`config.mk`:
```
export PLATFORM = sky130hd
export DESIGN_NAME = pending_work_tracker
export DESIGN_NICKNAME = d
export VERILOG_FILES = /design/src/sv/pwt_pkg.sv /design/src/sv/pending_work_tracker.sv /design/src/sv/pwt_ram.sv
export SDC_FILE = /design/constraint.sdc
export NUM_CORES = 1
export LEC_CHECK = 0
export BUFFER_PORTS_ARGS = -buffer_cell sky130_fd_sc_hd__buf_4
export CORE_UTILIZATION = 35
export DETAILED_ROUTE_END_ITERATION = 7
export PLACE_DENSITY = 0.54
export SYNTH_ARGS = -nofsm -noshare
export SYNTH_HDL_FRONTEND = slang
export SYNTH_SLANG_ARGS = --single-unit
```
`constraint.sdc`:
```
create_clock -name i_clk -period 12.05 [get_ports i_clk]
set_input_delay 0 -clock i_clk [delete_from_list [all_inputs] [get_ports i_clk]]
set_output_delay 0 -clock i_clk [all_outputs]
set_load 0.02 [all_outputs]
```
`src/sv/pwt_pkg.sv`:
```
// Shared constants for the pending work tracker.
// No dependencies; imported by pwt_ram, pending_work_tracker and the bench.
`default_nettype none

package pwt_pkg;

    localparam int unsigned PWT_DEPTH  = 16;
    localparam int unsigned PWT_WORD_W = 32;

endpackage

`default_nettype wire

```
`src/sv/pending_work_tracker.sv`:
```
// Pending work tracker: ring FIFO of issued numbers with delete by value.
// A nonzero word walks the N queued entries, one entry per cycle through the
// RAM read port; a zero word or an empty ring skips the walk. Not ready while
// a word is in work. Reset (synchronous, active low): ring empty, head 0,
// issue counter 1. Ring contents are not cleared; only written entries are
// ever read.
`default_nettype none

module pending_work_tracker
    import pwt_pkg::*;
#(
    parameter int unsigned RING_DEPTH = PWT_DEPTH
) (
    input  wire logic        i_clk,
    input  wire logic        i_rst_n,
    input  wire logic        i_s_tvalid,
    output logic             o_s_tready,
    input  wire logic [31:0] i_s_tdata,   // [31:0] completed_value
    output logic             o_m_tvalid,
    input  wire logic        i_m_tready,
    output logic      [71:0] o_m_tdata    // [31:0] issued_number, [32] was_queued,
                                          // [64:33] confirmed_below, [71:65] zero
);

    localparam int unsigned IW = (RING_DEPTH > 1) ? $clog2(RING_DEPTH) : 1;
    localparam int unsigned CW = $clog2(RING_DEPTH + 1);
    localparam int unsigned SW = CW + 1;
    localparam logic [SW-1:0] DEPTH_S = SW'(RING_DEPTH);
    localparam logic [CW-1:0] DEPTH_C = CW'(RING_DEPTH);
    localparam logic [IW-1:0] LAST_IX = IW'(RING_DEPTH - 1);

    localparam logic [2:0] S_IDLE = 3'd0;
    localparam logic [2:0] S_WALK = 3'd1;
    localparam logic [2:0] S_ENQ  = 3'd2;
    localparam logic [2:0] S_HEAD = 3'd3;
    localparam logic [2:0] S_RES  = 3'd4;

    logic [2:0]            r_state,   n_state;
    logic [IW-1:0]         r_head,    n_head;
    logic [CW-1:0]         r_count,   n_count;
    logic [31:0]           r_issue,   n_issue;
    logic [31:0]           r_target,  n_target;
    logic [CW-1:0]         r_rd_left, n_rd_left;
    logic [IW-1:0]         r_rd_addr, n_rd_addr;
    logic                  r_cmp_vld, n_cmp_vld;
    logic                  r_queued,  n_queued;
    logic                  r_m_valid, n_m_valid;
    logic [71:0]           r_m_data,  n_m_data;

    logic [SW-1:0]         tail_sum;
    logic [IW-1:0]         tail_ix;
    logic [IW-1:0]         head_inc;
    logic [IW-1:0]         rd_addr_inc;
    logic                  wr_en;
    logic [IW-1:0]         wr_addr;
    logic [PWT_WORD_W-1:0] wr_data;
    logic                  rd_en;
    logic [IW-1:0]         rd_addr;
    logic [PWT_WORD_W-1:0] rd_data;

    // shared slot adder: (head + count) mod depth
    always_comb begin
        tail_sum = SW'(r_head) + SW'(r_count);
        if (tail_sum >= DEPTH_S) begin
            tail_sum = tail_sum - DEPTH_S;
        end
        tail_ix = tail_sum[IW-1:0];
    end

    assign head_inc    = (r_head == LAST_IX) ? '0 : r_head + 1'b1;
    assign rd_addr_inc = (r_rd_addr == LAST_IX) ? '0 : r_rd_addr + 1'b1;

    assign o_s_tready = (r_state == S_IDLE);
    assign o_m_tvalid = r_m_valid;
    assign o_m_tdata  = r_m_data;

    pwt_ram #(
        .DEPTH  (RING_DEPTH),
        .ADDR_W (IW)
    ) u_ram (
        .i_clk     (i_clk),
        .i_wr_en   (wr_en),
        .i_wr_addr (wr_addr),
        .i_wr_data (wr_data),
        .i_rd_en   (rd_en),
        .i_rd_addr (rd_addr),
        .o_rd_data (rd_data)
    );

    always_comb begin
        n_state   = r_state;
        n_head    = r_head;
        n_count   = r_count;
        n_issue   = r_issue;
        n_target  = r_target;
        n_rd_left = r_rd_left;
        n_rd_addr = r_rd_addr;
        n_cmp_vld = 1'b0;
        n_queued  = r_queued;
        n_m_valid = r_m_valid;
        n_m_data  = r_m_data;
        wr_en     = 1'b0;
        wr_addr   = tail_ix;
        wr_data   = rd_data;
        rd_en     = 1'b0;
        rd_addr   = r_rd_addr;

        if (r_m_valid && i_m_tready) begin
            n_m_valid = 1'b0;
        end

        unique case (r_state)
            S_IDLE: begin
                if (i_s_tvalid) begin
                    n_target  = i_s_tdata;
                    n_rd_left = r_count;
                    n_rd_addr = r_head;
                    if (i_s_tdata != 32'd0 && r_count != '0) begin
                        n_state = S_WALK;
                    end else begin
                        n_state = S_ENQ;
                    end
                end
            end
            S_WALK: begin
                // reads run one slot ahead of the compare
                if (r_rd_left != '0) begin
                    rd_en     = 1'b1;
                    n_rd_addr = rd_addr_inc;
                    n_rd_left = r_rd_left - 1'b1;
                    n_cmp_vld = 1'b1;
                end else begin
                    n_state = S_ENQ;
                end
                if (r_cmp_vld) begin
                    n_head = head_inc;
                    if (rd_data == r_target) begin
                        n_count = r_count - 1'b1;
                    end else begin
                        wr_en = 1'b1;
                    end
                end
            end
            S_ENQ: begin
                n_issue = r_issue + 32'd1;
                wr_data = n_issue;
                if (r_count < DEPTH_C) begin
                    wr_en    = 1'b1;
                    n_count  = r_count + 1'b1;
                    n_queued = 1'b1;
                end else begin
                    n_queued = 1'b0;
                end
                n_state = S_HEAD;
            end
            S_HEAD: begin
                rd_en   = 1'b1;
                rd_addr = r_head;
                n_state = S_RES;
            end
            S_RES: begin
                if (!r_m_valid || i_m_tready) begin
                    n_m_valid = 1'b1;
                    n_m_data  = {7'd0, rd_data - 32'd1, r_queued, r_issue};
                    n_state   = S_IDLE;
                end
            end
            default: begin
                n_state = S_IDLE;
            end
        endcase
    end

    always_ff @(posedge i_clk) begin
        if (!i_rst_n) begin
            r_state   <= S_IDLE;
            r_head    <= '0;
            r_count   <= '0;
            r_issue   <= 32'd1;
            r_rd_left <= '0;
            r_cmp_vld <= 1'b0;
            r_m_valid <= 1'b0;
        end else begin
            r_state   <= n_state;
            r_head    <= n_head;
            r_count   <= n_count;
            r_issue   <= n_issue;
            r_rd_left <= n_rd_left;
            r_cmp_vld <= n_cmp_vld;
            r_m_valid <= n_m_valid;
        end
    end

    always_ff @(posedge i_clk) begin
        r_target  <= n_target;
        r_rd_addr <= n_rd_addr;
        r_queued  <= n_queued;
        r_m_data  <= n_m_data;
    end

`ifndef SYNTHESIS
    a_count_max: assert property (@(posedge i_clk) disable iff (!i_rst_n)
        r_count <= DEPTH_C)
        else $error("entry count above ring depth");

    a_busy_after_accept: assert property (@(posedge i_clk) disable iff (!i_rst_n)
        (i_s_tvalid && o_s_tready) |=> !o_s_tready)
        else $error("ready right after accepting a word");

    a_walk_no_clash: assert property (@(posedge i_clk) disable iff (!i_rst_n)
        (r_state == S_WALK && wr_en && rd_en) |-> (wr_addr != rd_addr))
        else $error("walk writes the slot being read");

    a_res_from_head: assert property (@(posedge i_clk) disable iff (!i_rst_n)
        (r_state == S_RES) |-> (r_count != '0))
        else $error("result taken from an empty ring");
`endif

endmodule

`default_nettype wire

```
`src/sv/pwt_ram.sv`:
```
// Ring storage for the pending work tracker: one write, one registered read.
// Depends on pwt_pkg.
`default_nettype none

module pwt_ram
    import pwt_pkg::*;
#(
    parameter int unsigned DEPTH  = PWT_DEPTH,
    parameter int unsigned ADDR_W = $clog2(DEPTH)
) (
    input  wire logic                  i_clk,
    input  wire logic                  i_wr_en,
    input  wire logic [ADDR_W-1:0]     i_wr_addr,
    input  wire logic [PWT_WORD_W-1:0] i_wr_data,
    input  wire logic                  i_rd_en,
    input  wire logic [ADDR_W-1:0]     i_rd_addr,
    output logic      [PWT_WORD_W-1:0] o_rd_data
);

    logic [PWT_WORD_W-1:0] r_mem [DEPTH];

    always_ff @(posedge i_clk) begin
        if (i_wr_en) begin
            r_mem[i_wr_addr] <= i_wr_data;
        end
        if (i_rd_en) begin
            o_rd_data <= r_mem[i_rd_addr];
        end
    end

endmodule

`default_nettype wire

```
==> summary.txt <==
Synthesis
  • Async set or reset register ratio after synthesis: 0%
  • Cell variety after synth: 53
  • Share of Yosys cell area claimed by the top area cell type: 67.5%
  • Post-synthesis adder-cell area fraction: 0.705%
  • Ys Warns: 0
  • Area fraction in and, or, nand and nor cells after synthesis: 10.8%
  • Number of flops mapped to enable cells by yosys: 646
  • Area fraction in compound gates after synthesis: 7.99%
  • Most numerous cell in the Yosys netlist: sky130_fd_sc_hd__edfxtp_1
  • Synthesized netlist cell count: between 2,000 and 2,500
  • Synth Area per Inst: between 10 and 15 um^2
  • Combinational family with the most area after synthesis: simple AND/OR/NAND/NOR gates
  • Synth Register Bits: 697
  • Multiplexer fraction of the synthesized cell area: under 10%
  • Sequential fraction of the synthesis area: 71.0%
  • Dominant cell type by area after synthesis: sky130_fd_sc_hd__edfxtp_1
  • Top area cells in the synthesized netlist: sky130_fd_sc_hd__edfxtp_1 (67%), sky130_fd_sc_hd__dfxtp_1 (3.6%), sky130_fd_sc_hd__nand2_1 (3.6%)
  • Share of the synthesized netlist area taken by xor and xnor gates: about 3.7%
  • Main synth FF type: sky130_fd_sc_hd__edfxtp_1
  • Most frequent cells after synthesis: sky130_fd_sc_hd__edfxtp_1 (646), sky130_fd_sc_hd__nand2_1 (272), sky130_fd_sc_hd__and2_1 (124)
  • Total standard cell area after synthesis: 0.0288 mm^2

Die
  • Core Footprint: 0.0809 mm^2
  • Die boundary width: a little under 300 um
  • Count of pins on the block boundary: 110
  • Die outline area: 0.0833 mm^2
  • Starting density of the core: 35.5%
  • Die span in y: 289 um
  • Number of placement rows: about 100

Global routing
  • Global-route usage over all layers: between 10% and 20%
  • Vias in the first global route: 16,550
  • Global-route congestion overflow total: 0
  • Global-route wire length before repair: around 110,000 um
  • Antenna violations before repair: 1
  • Largest net degree at the start of global routing: around 200

Pwr
  • PnR Total Power: ~7.6 mW
  • Pwr Density: 224 mW/mm^2
  • Peak supply drop: 0.000158 V
  • Leak pwr: roughly 11 nW

Critical path
  • Crit-path most repeated cell: sky130_fd_sc_hd__buf_4
  • Cell family with most CP delay: buffers and inverters
  • Arrival time at the worst endpoint: between 4 and 5 ns
  • Slowest stage cell, crit path: sky130_fd_sc_hd__mux2_8
  • Category of the worst setup path capture point: flop
  • R2r setup slk: 7.63 ns
  • Maximum fanout along the worst path: between 70 and 80
  • Startpoint kind of the worst setup timing path: flop
  • Buffers & Inverters on Critical Path: 2
  • Slowest stage delay, CP: 0.78 ns
  • Required @ worst endpoint: roughly 12 ns
  • Series of cell instances along the critical path: nand3b_1 > mux2_8 > buf_4 > buf_4 > mux2i_1 > mux2_2 > o32ai_1 > a221o_1
  • Type of the setup path with the least slack: flop to flop

Route
  • Vias per cell: 5.19
  • First-pass iteration count of the detailed router: 7
  • DR DRC count: 0
  • Total Routed Length: 72,300 um
  • Final antenna-violating net count: 0
  • Final routed wire length divided by cell count: 21.9 um
  • Count of vias placed by the detailed router: about 17,000
  • Iteration-0 DRC Markers: 1,224

STA
  • Worst hold slack across all endpoints: 0.124 ns
  • Maximum clock frequency: 0.226 GHz
  • Pins over their slew limit: 0
  • Slew headroom: between 8 and 9%
  • Final critical-path share of the clock period: 36.7%
  • Transition time at the pin with the least slew margin: 1.38 ns
  • Time the worst path needs with I/O delays and setup: between 4 and 5 ns
  • RSZ-0062 raised after global routing: false
  • Largest clock skew in the final design: approximately 0.021 ns
  • Number of endpoints failing setup at the final stage: 0
  • Number of failing hold endpoints at the final stage: 0
  • Setup slack of the critical path after layout: 7.63 ns
  • Final-layout setup total negative slack: 0 ns

Clock network
  • Skew-Pair Late Insertion Delay: 0.61 ns
  • Resize count post-CTS: 0
  • Clock Sinks: around 700
  • Bufs on Longest Clock Path: 3
  • H-tree levels: 3
  • CTS tree: yes
  • Root buffer selected by CTS: sky130_fd_sc_hd__clkbuf_16
  • Total CTS buffers: 73
  • Register clock-pin slew on the reported worst setup and hold paths: around 0.060 ns
  • Setup bufs post-CTS: 0
  • Hold-fix buffers, CTS: 37

Layout
  • Final non-filler cell total: 3,295
  • Area added between synthesis and finish: 17.5%
  • Antenna diode instance count: 0
  • Number of nets at the end of the flow: 2,233
  • Share of post-route cells with drive strength above 1: 15.3%

Min path
  • Worst hold-check path type: input pin to flop

Placed design
  • Worst-case setup slack after placement: 7.58 ns
  • DP Wirelength: slightly below 40,000 um
  • Cell Count Post-Placement: 3,130
  • Number of buffer cells added on primary ports: 102
  • Routability cong.: a little over 0.8

Outcome
  • Run status: complete, no violations

Run
  • Max-Cap Viols: 0
==> per-layer routing <==
metal / global-route usage [%] / share of wire, % / routed length [um]
met1: 23.1 / 44 / 32000
met2: 28.8 / 48 / 35000
met3: 2.39 / 5.3 / 3820
met4: 5.11 / 2.0 / 1470
met5: 0 / 0 / 0
==> final cells by class <==
class                           count  area, um^2
Fill cell                        7303       47200
Sequential cell                   697       20400
Multi-Input combinational cell   1191        7970
Clock buffer                       94        2010
Timing Repair Buffer              204        1640
Tap cell                         1060        1330
Clock inverter                     34         362
Inverter                           15        56.3
==> per-stage QoR <==
step,utilization [%],instance area (um^2)
floorplan,-,28800
global placement,38.3,31000
detailed placement,38.3,31000
CTS,41.7,33800
global route,41.7,33800
finish,41.7,33800
==> registers in the layout (all words and copies together), names as in the netlist, 3 cells and up <==
signal	flops
r_count	5
r_target	32
r_state	3
r_rd_addr	4
r_rd_left	5
r_issue	32
u_ram.r_mem	512
r_head	4
u_ram.o_rd_data	32
o_m_tdata	65
==> report_power, final <==
group          internal [mW]  leakage (nW)  switching (mW)
clock                   1.31          1.16           0.923
sequential              3.07          6.30           0.154
combinational          0.737          3.84            1.36
==> path summary, 6_finish.rpt <==
check,endpoint,depth (start not counted),startpoint
worst max-delay path,u_ram.o_rd_data[2],8,r_state[1]
worst min-delay path,r_target[16],2,i_s_tdata[16]
worst max register to register,u_ram.o_rd_data[2],8,r_state[1]
worst min register to register,o_m_tdata[32],0,r_queued
==> kinds of logic after synthesis <==
logic type,after synthesis
compound gates,321
fa+ha+maj,15
simple gates,621
buf+inv,141
other cells,1
flops,697
mux,107
xor+xnor,120
==> placed cells by master (no fill, tap or decap), drive strengths merged, types with 6 or more instances in the layout <==
master | synthesis | final
bufinv | 0 | 6
ha | 13 | 13
a21oi | 11 | 11
a211oi | 97 | 97
o21ai | 53 | 53
nand4 | 15 | 15
mux2i | 73 | 73
nor2b | 11 | 11
and3 | 36 | 36
a21boi | 13 | 13
dlygate4sd3 | 0 | 37
clkbuf | 103 | 94
or3 | 14 | 14
nor3 | 31 | 31
xnor2 | 73 | 73
xor2 | 47 | 47
o32ai | 32 | 32
inv | 15 | 20
a21o | 6 | 6
nand2 | 272 | 272
and2 | 124 | 124
mux2 | 34 | 34
nor3b | 6 | 6
clkinv | 0 | 21
dfxtp | 51 | 51
nand3 | 23 | 23
or4 | 10 | 10
conb | 1 | 7
edfxtp | 646 | 646
nor2 | 44 | 44
buf | 23 | 167
a31oi | 66 | 66
a221o | 32 | 32
nor4 | 27 | 27
(Power assumes the default switching activity.)
